File: config.mk
export PLATFORM = sky130hd
export DESIGN_NAME = plot_command_stream_decoder_flat
export DESIGN_NICKNAME = d
export VERILOG_FILES = /design/src/pcsd_pkg.sv /design/src/pcsd_in_if.sv /design/src/pcsd_out_if.sv /design/src/pcsd_front.sv /design/src/pcsd_queue.sv /design/src/pcsd_back.sv /design/src/plot_command_stream_decoder.sv /design/src/flat_wrapper.sv
export SDC_FILE = /design/constraint.sdc
export NUM_CORES = 1
export LEC_CHECK = 0
export BUFFER_PORTS_ARGS = -buffer_cell sky130_fd_sc_hd__buf_2
export CAP_MARGIN = 25
export CORE_UTILIZATION = 45
export CTS_CLUSTER_SIZE = 28
export DETAILED_ROUTE_END_ITERATION = 16
export GPL_ROUTABILITY_DRIVEN = 0
export PLACE_DENSITY = 0.63
export SYNTH_ARGS = -nofsm -noshare
export SYNTH_HDL_FRONTEND = slang
export SYNTH_HIERARCHICAL = 1
export SYNTH_SLANG_ARGS = --single-unit
File: constraint.sdc
create_clock -name clk -period 13.4 [get_ports clk]
set_clock_uncertainty 0.15 [all_clocks]
set_input_delay 2.01 -clock clk [delete_from_list [all_inputs] [get_ports clk]]
set_output_delay 2.01 -clock clk [all_outputs]
set_load 0.01 [all_outputs]
File: src/pcsd_pkg.sv
package pcsd_pkg;

    localparam int unsigned ARG_COUNT = 6;
    localparam int unsigned ARG_W     = 16;
    localparam int unsigned IDX_W     = 3;

    localparam logic [7:0] LETTER_MOVE    = 8'h6D;
    localparam logic [7:0] LETTER_LINE    = 8'h6C;
    localparam logic [7:0] LETTER_LABEL   = 8'h74;
    localparam logic [7:0] LETTER_ERASE   = 8'h65;
    localparam logic [7:0] LETTER_POINT   = 8'h70;
    localparam logic [7:0] LETTER_CONT    = 8'h6E;
    localparam logic [7:0] LETTER_SPACE   = 8'h73;
    localparam logic [7:0] LETTER_ARC     = 8'h61;
    localparam logic [7:0] LETTER_CIRCLE  = 8'h63;
    localparam logic [7:0] LETTER_LINEMOD = 8'h66;
    localparam logic [7:0] CHAR_NEWLINE   = 8'h0A;
    localparam logic [7:0] CHAR_NUL       = 8'h00;

    localparam logic [3:0] KIND_MOVE    = 4'd0;
    localparam logic [3:0] KIND_LINE    = 4'd1;
    localparam logic [3:0] KIND_LABEL   = 4'd2;
    localparam logic [3:0] KIND_ERASE   = 4'd3;
    localparam logic [3:0] KIND_POINT   = 4'd4;
    localparam logic [3:0] KIND_CONT    = 4'd5;
    localparam logic [3:0] KIND_SPACE   = 4'd6;
    localparam logic [3:0] KIND_ARC     = 4'd7;
    localparam logic [3:0] KIND_CIRCLE  = 4'd8;
    localparam logic [3:0] KIND_LINEMOD = 4'd9;
    localparam logic [3:0] KIND_UNKNOWN = 4'd10;

    typedef enum logic [1:0] {
        PH_IDLE,
        PH_ARGS,
        PH_STR
    } phase_t;

    typedef enum logic [1:0] {
        TOK_ARG,
        TOK_ARG_LAST,
        TOK_TEXT
    } tok_op_t;

    typedef struct packed {
        tok_op_t              op;
        logic [3:0]           kind;
        logic [IDX_W-1:0]     idx;
        logic [IDX_W-1:0]     nargs;
        logic [ARG_W-1:0]     data;
        logic                 last;
    } token_t;

    typedef struct packed {
        logic full;
        logic empty;
    } q_status_t;

endpackage

File: src/pcsd_in_if.sv
interface pcsd_in_if;
    logic       valid;
    logic       ready;
    logic [7:0] stream_byte;

    modport source (output valid, output stream_byte, input ready);
    modport sink   (input valid, input stream_byte, output ready);
endinterface

File: src/pcsd_out_if.sv
interface pcsd_out_if;
    logic               valid;
    logic               ready;
    logic [3:0]         kind;
    logic signed [15:0] arg_a;
    logic signed [15:0] arg_b;
    logic signed [15:0] arg_c;
    logic signed [15:0] arg_d;
    logic signed [15:0] arg_e;
    logic signed [15:0] arg_f;
    logic [7:0]         text_byte;
    logic               text_last;

    modport source (
        output valid, output kind, output arg_a, output arg_b, output arg_c,
        output arg_d, output arg_e, output arg_f, output text_byte, output text_last,
        input ready
    );
    modport sink (
        input valid, input kind, input arg_a, input arg_b, input arg_c,
        input arg_d, input arg_e, input arg_f, input text_byte, input text_last,
        output ready
    );
endinterface

File: src/pcsd_front.sv
module pcsd_front (
    input  logic                clk,
    input  logic                rst_n,
    pcsd_in_if.sink             byte_in,
    input  pcsd_pkg::q_status_t q_stat,
    output logic                push,
    output pcsd_pkg::token_t    push_tok
);

    pcsd_pkg::phase_t              phase_reg, phase_next;
    logic [3:0]                    kind_reg, kind_next;
    logic [pcsd_pkg::IDX_W-1:0]    needed_reg, needed_next;
    logic [pcsd_pkg::IDX_W-1:0]    done_reg, done_next;
    logic                          high_reg, high_next;
    logic [7:0]                    low_reg, low_next;
    logic                          accept;
    logic [7:0]                    b;
    logic [pcsd_pkg::IDX_W-1:0]    done_inc;

    assign byte_in.ready = !q_stat.full;
    assign accept        = byte_in.valid && byte_in.ready;
    assign b             = byte_in.stream_byte;
    assign done_inc      = done_reg + 3'd1;

    always_ff @(posedge clk or negedge rst_n)
    begin
        if (!rst_n)
        begin
            phase_reg  <= pcsd_pkg::PH_IDLE;
            kind_reg   <= '0;
            needed_reg <= '0;
            done_reg   <= '0;
            high_reg   <= 1'b0;
            low_reg    <= '0;
        end
        else
        begin
            phase_reg  <= phase_next;
            kind_reg   <= kind_next;
            needed_reg <= needed_next;
            done_reg   <= done_next;
            high_reg   <= high_next;
            low_reg    <= low_next;
        end
    end

    always_comb
    begin
        phase_next  = phase_reg;
        kind_next   = kind_reg;
        needed_next = needed_reg;
        done_next   = done_reg;
        high_next   = high_reg;
        low_next    = low_reg;
        push        = 1'b0;
        push_tok    = '0;
        push_tok.op = pcsd_pkg::TOK_TEXT;
        if (accept)
        begin
            case (phase_reg)
                pcsd_pkg::PH_ARGS:
                begin
                    if (!high_reg)
                    begin
                        low_next  = b;
                        high_next = 1'b1;
                    end
                    else
                    begin
                        high_next      = 1'b0;
                        done_next      = done_inc;
                        push           = 1'b1;
                        push_tok.kind  = kind_reg;
                        push_tok.idx   = done_reg;
                        push_tok.nargs = needed_reg;
                        push_tok.data  = {b, low_reg};
                        if (done_inc >= needed_reg)
                        begin
                            push_tok.op = pcsd_pkg::TOK_ARG_LAST;
                            phase_next  = pcsd_pkg::PH_IDLE;
                        end
                        else
                        begin
                            push_tok.op = pcsd_pkg::TOK_ARG;
                        end
                    end
                end
                pcsd_pkg::PH_STR:
                begin
                    push          = 1'b1;
                    push_tok.op   = pcsd_pkg::TOK_TEXT;
                    push_tok.kind = kind_reg;
                    if (b == pcsd_pkg::CHAR_NEWLINE || b == pcsd_pkg::CHAR_NUL)
                    begin
                        push_tok.last = 1'b1;
                        phase_next    = pcsd_pkg::PH_IDLE;
                    end
                    else
                    begin
                        push_tok.data = {8'h00, b};
                    end
                end
                default:
                begin
                    done_next = '0;
                    high_next = 1'b0;
                    case (b)
                        pcsd_pkg::LETTER_MOVE:
                        begin
                            kind_next   = pcsd_pkg::KIND_MOVE;
                            needed_next = 3'd2;
                            phase_next  = pcsd_pkg::PH_ARGS;
                        end
                        pcsd_pkg::LETTER_LINE:
                        begin
                            kind_next   = pcsd_pkg::KIND_LINE;
                            needed_next = 3'd4;
                            phase_next  = pcsd_pkg::PH_ARGS;
                        end
                        pcsd_pkg::LETTER_LABEL:
                        begin
                            kind_next   = pcsd_pkg::KIND_LABEL;
                            needed_next = 3'd0;
                            phase_next  = pcsd_pkg::PH_STR;
                        end
                        pcsd_pkg::LETTER_ERASE:
                        begin
                            kind_next     = pcsd_pkg::KIND_ERASE;
                            needed_next   = 3'd0;
                            push          = 1'b1;
                            push_tok.kind = pcsd_pkg::KIND_ERASE;
                        end
                        pcsd_pkg::LETTER_POINT:
                        begin
                            kind_next   = pcsd_pkg::KIND_POINT;
                            needed_next = 3'd2;
                            phase_next  = pcsd_pkg::PH_ARGS;
                        end
                        pcsd_pkg::LETTER_CONT:
                        begin
                            kind_next   = pcsd_pkg::KIND_CONT;
                            needed_next = 3'd2;
                            phase_next  = pcsd_pkg::PH_ARGS;
                        end
                        pcsd_pkg::LETTER_SPACE:
                        begin
                            kind_next   = pcsd_pkg::KIND_SPACE;
                            needed_next = 3'd4;
                            phase_next  = pcsd_pkg::PH_ARGS;
                        end
                        pcsd_pkg::LETTER_ARC:
                        begin
                            kind_next   = pcsd_pkg::KIND_ARC;
                            needed_next = 3'd6;
                            phase_next  = pcsd_pkg::PH_ARGS;
                        end
                        pcsd_pkg::LETTER_CIRCLE:
                        begin
                            kind_next   = pcsd_pkg::KIND_CIRCLE;
                            needed_next = 3'd3;
                            phase_next  = pcsd_pkg::PH_ARGS;
                        end
                        pcsd_pkg::LETTER_LINEMOD:
                        begin
                            kind_next   = pcsd_pkg::KIND_LINEMOD;
                            needed_next = 3'd0;
                            phase_next  = pcsd_pkg::PH_STR;
                        end
                        default:
                        begin
                            done_next     = done_reg;
                            high_next     = high_reg;
                            phase_next    = pcsd_pkg::PH_IDLE;
                            push          = 1'b1;
                            push_tok.kind = pcsd_pkg::KIND_UNKNOWN;
                            push_tok.data = {8'h00, b};
                        end
                    endcase
                end
            endcase
        end
    end

endmodule

File: src/pcsd_queue.sv
module pcsd_queue #(
    parameter int unsigned DEPTH = 4
) (
    input  logic                 clk,
    input  logic                 rst_n,
    input  logic                 push,
    input  pcsd_pkg::token_t     push_tok,
    input  logic                 pop,
    output pcsd_pkg::token_t     head_tok,
    output pcsd_pkg::q_status_t  q_stat
);

    localparam int unsigned PTR_W = (DEPTH > 1) ? $clog2(DEPTH) : 1;
    localparam int unsigned CNT_W = $clog2(DEPTH + 1);

    pcsd_pkg::token_t   entry_reg [DEPTH];
    logic [PTR_W-1:0]   wr_ptr_reg, wr_ptr_next;
    logic [PTR_W-1:0]   rd_ptr_reg, rd_ptr_next;
    logic [CNT_W-1:0]   count_reg, count_next;
    logic               do_push;
    logic               do_pop;

    assign q_stat.full  = (count_reg == CNT_W'(DEPTH));
    assign q_stat.empty = (count_reg == '0);
    assign do_push      = push && !q_stat.full;
    assign do_pop       = pop && !q_stat.empty;
    assign head_tok     = entry_reg[rd_ptr_reg];

    always_comb
    begin
        wr_ptr_next = wr_ptr_reg;
        rd_ptr_next = rd_ptr_reg;
        count_next  = count_reg;
        if (do_push)
        begin
            wr_ptr_next = (wr_ptr_reg == PTR_W'(DEPTH - 1)) ? '0 : wr_ptr_reg + PTR_W'(1);
        end
        if (do_pop)
        begin
            rd_ptr_next = (rd_ptr_reg == PTR_W'(DEPTH - 1)) ? '0 : rd_ptr_reg + PTR_W'(1);
        end
        if (do_push && !do_pop)
        begin
            count_next = count_reg + CNT_W'(1);
        end
        else if (do_pop && !do_push)
        begin
            count_next = count_reg - CNT_W'(1);
        end
    end

    always_ff @(posedge clk or negedge rst_n)
    begin
        if (!rst_n)
        begin
            wr_ptr_reg <= '0;
            rd_ptr_reg <= '0;
            count_reg  <= '0;
        end
        else
        begin
            wr_ptr_reg <= wr_ptr_next;
            rd_ptr_reg <= rd_ptr_next;
            count_reg  <= count_next;
        end
    end

    always_ff @(posedge clk)
    begin
        if (do_push)
        begin
            entry_reg[wr_ptr_reg] <= push_tok;
        end
    end

endmodule

File: src/pcsd_back.sv
module pcsd_back (
    input  logic                clk,
    input  logic                rst_n,
    input  pcsd_pkg::token_t    head_tok,
    input  pcsd_pkg::q_status_t q_stat,
    output logic                pop,
    pcsd_out_if.source          result_out
);

    logic [pcsd_pkg::ARG_W-1:0] store_reg [pcsd_pkg::ARG_COUNT];
    logic [pcsd_pkg::ARG_W-1:0] arg_sel   [pcsd_pkg::ARG_COUNT];
    logic [pcsd_pkg::ARG_W-1:0] arg_q_reg [pcsd_pkg::ARG_COUNT];
    logic                       valid_reg;
    logic [3:0]                 kind_reg;
    logic [7:0]                 text_byte_reg;
    logic                       text_last_reg;
    logic                       slot_free;
    logic                       emit;

    assign slot_free = !valid_reg || result_out.ready;
    assign pop       = !q_stat.empty && (head_tok.op == pcsd_pkg::TOK_ARG || slot_free);
    assign emit      = pop && head_tok.op != pcsd_pkg::TOK_ARG;

    always_comb
    begin
        for (int i = 0; i < pcsd_pkg::ARG_COUNT; i++)
        begin
            arg_sel[i] = '0;
            if (head_tok.op == pcsd_pkg::TOK_ARG_LAST &&
                pcsd_pkg::IDX_W'(i) < head_tok.nargs)
            begin
                arg_sel[i] = (pcsd_pkg::IDX_W'(i) == head_tok.idx) ? head_tok.data
                                                                   : store_reg[i];
            end
        end
    end

    always_ff @(posedge clk)
    begin
        if (pop && head_tok.op != pcsd_pkg::TOK_TEXT)
        begin
            for (int i = 0; i < pcsd_pkg::ARG_COUNT; i++)
            begin
                if (pcsd_pkg::IDX_W'(i) == head_tok.idx)
                begin
                    store_reg[i] <= head_tok.data;
                end
            end
        end
        if (emit)
        begin
            kind_reg      <= head_tok.kind;
            text_byte_reg <= (head_tok.op == pcsd_pkg::TOK_TEXT) ? head_tok.data[7:0]
                                                                 : 8'h00;
            text_last_reg <= (head_tok.op == pcsd_pkg::TOK_TEXT) && head_tok.last;
            for (int i = 0; i < pcsd_pkg::ARG_COUNT; i++)
            begin
                arg_q_reg[i] <= arg_sel[i];
            end
        end
    end

    always_ff @(posedge clk or negedge rst_n)
    begin
        if (!rst_n)
        begin
            valid_reg <= 1'b0;
        end
        else if (slot_free)
        begin
            valid_reg <= emit;
        end
    end

    assign result_out.valid     = valid_reg;
    assign result_out.kind      = kind_reg;
    assign result_out.arg_a     = arg_q_reg[0];
    assign result_out.arg_b     = arg_q_reg[1];
    assign result_out.arg_c     = arg_q_reg[2];
    assign result_out.arg_d     = arg_q_reg[3];
    assign result_out.arg_e     = arg_q_reg[4];
    assign result_out.arg_f     = arg_q_reg[5];
    assign result_out.text_byte = text_byte_reg;
    assign result_out.text_last = text_last_reg;

endmodule

File: src/plot_command_stream_decoder.sv
// Plot command stream decoder.
// byte_in carries one raw byte of the plot command stream per beat; result_out
// carries one decoded result per beat (kind, six arguments, text byte, text_last).
// Both channels use valid/ready; a beat moves when both are high at a clock edge.
// A command letter with arguments gives one result after its last high byte;
// erase and unknown letters give one right away; each label or linemod string
// byte gives one, and newline or zero gives a closing result with text_last.
// A result passes through the token queue and then the output register before
// it is valid. Throughput: one byte per cycle while the queue is not full,
// one result per cycle while result_out is ready; the front decoder, the
// token queue and the output register each take one beat per cycle.
// The queue (QUEUE_DEPTH tokens) parts the decoder from the output stage:
// when result_out stalls, argument bytes still flow until the queue fills,
// then byte_in.ready drops until the receiver takes the held result.
// Reset (rst_n low, asynchronous) returns the decoder to waiting for a command
// letter, empties the queue and drops result_out.valid. No clearing pass.
module plot_command_stream_decoder #(
    parameter int unsigned QUEUE_DEPTH = 4
) (
    input  logic        clk,
    input  logic        rst_n,
    pcsd_in_if.sink     byte_in,
    pcsd_out_if.source  result_out
);

    logic                 push;
    logic                 pop;
    pcsd_pkg::token_t     push_tok;
    pcsd_pkg::token_t     head_tok;
    pcsd_pkg::q_status_t  q_stat;

    pcsd_front u_front (
        .clk      (clk),
        .rst_n    (rst_n),
        .byte_in  (byte_in),
        .q_stat   (q_stat),
        .push     (push),
        .push_tok (push_tok)
    );

    pcsd_queue #(
        .DEPTH (QUEUE_DEPTH)
    ) u_queue (
        .clk      (clk),
        .rst_n    (rst_n),
        .push     (push),
        .push_tok (push_tok),
        .pop      (pop),
        .head_tok (head_tok),
        .q_stat   (q_stat)
    );

    pcsd_back u_back (
        .clk        (clk),
        .rst_n      (rst_n),
        .head_tok   (head_tok),
        .q_stat     (q_stat),
        .pop        (pop),
        .result_out (result_out)
    );

`ifndef SYNTHESIS
    a_no_push_when_full: assert property (@(posedge clk) disable iff (!rst_n)
        push |-> !q_stat.full)
        else $error("token pushed into a full queue");

    a_no_pop_when_empty: assert property (@(posedge clk) disable iff (!rst_n)
        pop |-> !q_stat.empty)
        else $error("token popped from an empty queue");

    a_last_only_on_string: assert property (@(posedge clk) disable iff (!rst_n)
        (result_out.valid && result_out.text_last) |->
            (result_out.kind == pcsd_pkg::KIND_LABEL ||
             result_out.kind == pcsd_pkg::KIND_LINEMOD))
        else $error("text_last on a non-string result");

    a_unknown_clean: assert property (@(posedge clk) disable iff (!rst_n)
        (result_out.valid && result_out.kind == pcsd_pkg::KIND_UNKNOWN) |->
            (result_out.arg_a == 16'sd0 && result_out.arg_b == 16'sd0 &&
             result_out.arg_c == 16'sd0 && !result_out.text_last))
        else $error("unknown result carries argument or terminator data");
`endif

endmodule
File: src/flat_wrapper.sv
// flat-port wrapper written by rule: the top's interface ports become plain ports
module plot_command_stream_decoder_flat 
#(
    parameter int unsigned QUEUE_DEPTH = 4
)
  (clk, rst_n, byte_in_valid, byte_in_stream_byte, byte_in_ready, result_out_valid, result_out_kind, result_out_arg_a, result_out_arg_b, result_out_arg_c, result_out_arg_d, result_out_arg_e, result_out_arg_f, result_out_text_byte, result_out_text_last, result_out_ready);
  pcsd_in_if byte_in_i ();
  pcsd_out_if result_out_i ();
  input  logic clk;
  input  logic rst_n;
  input wire logic [$bits(byte_in_i.valid)-1:0] byte_in_valid;
  input wire logic [$bits(byte_in_i.stream_byte)-1:0] byte_in_stream_byte;
  output wire logic [$bits(byte_in_i.ready)-1:0] byte_in_ready;
  output wire logic [$bits(result_out_i.valid)-1:0] result_out_valid;
  output wire logic [$bits(result_out_i.kind)-1:0] result_out_kind;
  output wire logic [$bits(result_out_i.arg_a)-1:0] result_out_arg_a;
  output wire logic [$bits(result_out_i.arg_b)-1:0] result_out_arg_b;
  output wire logic [$bits(result_out_i.arg_c)-1:0] result_out_arg_c;
  output wire logic [$bits(result_out_i.arg_d)-1:0] result_out_arg_d;
  output wire logic [$bits(result_out_i.arg_e)-1:0] result_out_arg_e;
  output wire logic [$bits(result_out_i.arg_f)-1:0] result_out_arg_f;
  output wire logic [$bits(result_out_i.text_byte)-1:0] result_out_text_byte;
  output wire logic [$bits(result_out_i.text_last)-1:0] result_out_text_last;
  input wire logic [$bits(result_out_i.ready)-1:0] result_out_ready;
  assign byte_in_i.valid = byte_in_valid;
  assign byte_in_i.stream_byte = byte_in_stream_byte;
  assign byte_in_ready = byte_in_i.ready;
  assign result_out_valid = result_out_i.valid;
  assign result_out_kind = result_out_i.kind;
  assign result_out_arg_a = result_out_i.arg_a;
  assign result_out_arg_b = result_out_i.arg_b;
  assign result_out_arg_c = result_out_i.arg_c;
  assign result_out_arg_d = result_out_i.arg_d;
  assign result_out_arg_e = result_out_i.arg_e;
  assign result_out_arg_f = result_out_i.arg_f;
  assign result_out_text_byte = result_out_i.text_byte;
  assign result_out_text_last = result_out_i.text_last;
  assign result_out_i.ready = result_out_ready;
  plot_command_stream_decoder #(.QUEUE_DEPTH(QUEUE_DEPTH)) u_core (.clk(clk), .rst_n(rst_n), .byte_in(byte_in_i), .result_out(result_out_i));
endmodule
==> reports/metrics.csv <==
metric,value,unit
"Setup violations, final",0,
post-synthesis mux area share,7.30,%
number of cells produced by synthesis,946,
HPWL after detailed placement,19.6,mm
hold buffers post-CTS,0,
clock buffer depth,3,
"Area growth, synth to finish",14.7,%
GRT Overall Usage,19.1,%
RSZ-0062 raised after global routing,false,
ANT nets after route,0,
nets,1105,
Vias per Instance,5.50,
Chip Width,180,um
Worst-Skew Late Latency,0.52,ns
Reg area,10400,um2
leakage power,6.09,nW
die area,32400,um2
Power Dens Cells,237,nW/um2
final hold violations,0,
max reg flops,116,
vias,8261,
ys async rst share,8.29,%
top_reg_cell synth,edfxtp_1,
initial DRC count,713,
post_cts resized,0,
final WL,30.4,mm
Mean Syn Cell Area,15.1,um2
Peak VDD IR,0.131,mV
Worst EP arrival,4.70,ns
average wire per standard cell,20.2,um
final worst slack,8.99,ns
die height,180,um
run status,finished clean,
largest family of logic cells by synthesized area,simple AND/OR/NAND/NOR gates,
TritonRoute pass-1 iters,5,
Tot Pwr,0.00388,W
CP Max Fanout,15,
Port Buffers,122,
CP Buf/Inv Count,2,
CTS Buf Count,37,
post-synthesis cell type count,69,
Syn Nets,971,
Synth area leader,edfxtp_1,
area share of xor/xnor cells in the synthesized design,0.430,%
YS warnings,6,
Clock Pin Slew Worst Setup and Hold Paths,0.06,ns
post-route minimum period,4.41,ns
#FFs+latches synth,350,
Placed Cells incl. Taps,1437,
root buf cell,clkbuf_16,
row cnt,64,
post-placement setup slack,8.49,ns
# fillers,2581,
"Req. time, crit path",13.69,ns
Setup CP Type,input port to register,
multi-input logic area,3550,um2
antenna violations before repair,0,
fin cells,1502,
number of setup buffers added after CTS,0,
total grt overflow,0,
CTS tree,done,
worst hold path type,register to register,
largest cells by area after synthesis,"edfxtp_1, dfrtp_1, mux4_2",
Setup TNS,0,ns
largest net degree at the start of global routing,76,
Crit path max-delay family,simple AND/OR/NAND/NOR gates,
Post-synth EDFFs,321,
Max-Cap Viols,0,
first-pass GRT wire length,47.8,mm
"top cells by count, synth","edfxtp_1, nand2_1, a21oi_1, nor2_1",
post-synthesis sequential area ratio,72.6,%
max_slew headroom,36.2,%
Starting Density,46.2,%
Tcrit/Tclk final,32.9,%
layout cells sized above 1,22.9,%
slowest CP cell,and3_1,
crit end category,register,
Fmax,227,MHz
Compound-Gate Fraction of Synth Area,6.04,%
WHS,0.370,ns
actual slew at the worst max-slew pin,0.956,ns
"critical path, cell by cell","buf_2, nor2b_1, and3_1, o22a_1, nor2b_1, ha_1, inv_1, fa_1, xor2_1, nor2_1, xor2_1",
CTS sink cnt,350,
Post-Synth Simple-Gate Area,9.88,%
Core ar.,30900,um2
n_diodes,0,
# IOs,123,
DRC errors left,0,
Setup crit start kind,input port,
most instantiated library cell after synthesis,edfxtp_1,
top cell type's share of synthesized area,67.5,%
"slowest stage delay, CP",0.53,ns
vias in the first global route,8225,
H-tree depth,2,
"Slew Viols, Final",0,
Synth Area in Adders,1.19,%
mapped cell area,14300,um2
-- cell usage in the layout (no fill, tap or decap), types with 9 or more instances in the layout --
cell	count
nand2_1	169
inv_1	20
buf_2	122
mux2i_1	19
mux4_2	29
nor2b_1	9
a21oi_1	94
buf_4	19
dfrtp_1	28
nor2_1	54
ha_1	12
nor3_1	10
clkbuf_16	39
edfxtp_1	321
and2_1	15
clkinv_2	9
clkbuf_1	9
mux2_2	10
-- cell type report --
type / instances / share of cell area, %
well taps: 396 / 3.03
flip-flops and latches: 350 / 63.4
repair buffers: 141 / 4.60
clock buffers: 50 / 6.34
multi-input cells: 530 / 21.7
clock inverters: 15 / 0.512
inverters: 20 / 0.459
-- per-layer routing --
layer	wire, um	up-vias	global-route usage (%)
li1	-	3781	-
met3	1740	51	2.97
met5	0	-	0
met1	13300	4098	26.4
met2	14600	331	31.2
met4	725	0	6.46
-- cells by family after synthesis --
logic type      Yosys count
compound gates          144
xor+xnor                  7
fa+ha+maj                13
buf+inv                  66
flops                   350
mux                      64
simple gates            302
-- worst paths after layout --
kind	from	to	slack, ns	cells after the start
worst max-delay path	byte_in_valid	u_core/u_queue/count_reg[2]	8.99	11
worst min-delay path	u_core/u_front/kind_reg[2]	u_core/u_front/kind_reg[2]	0.37	1
worst max register to register	u_core/u_queue/rd_ptr_reg[0]	u_core/u_back/store_reg[5][6]	9.53	5
worst min register to register	u_core/u_front/kind_reg[2]	u_core/u_front/kind_reg[2]	0.37	1
max in group asynchronous	rst_n	u_core/u_queue/rd_ptr_reg[0]	11.23	1
min in group asynchronous	rst_n	u_core/u_front/low_reg[5]	1.39	1
-- power breakdown --
group	switching, W	internal, W
clock network	0.000400	0.000545
registers	0.000108	0.00165
logic	0.000792	0.000386
-- per-stage QoR --
stage               utilization, %  instance area, um2
floorplan                        -               14300
global placement              49.3               15200
detailed placement            49.3               15200
CTS                           52.9               16400
global route                  52.9               16400
finish                        52.9               16400
-- worst register-to-register path, stage by stage (launching register included) --
cell,delay [ns]
dfrtp_2,0.54
buf_4,0.49
mux4_2,0.75
nand3b_1,0.66
nor2_1,0.68
buf_4,0.31
Power figures use the tool's default switching activity.
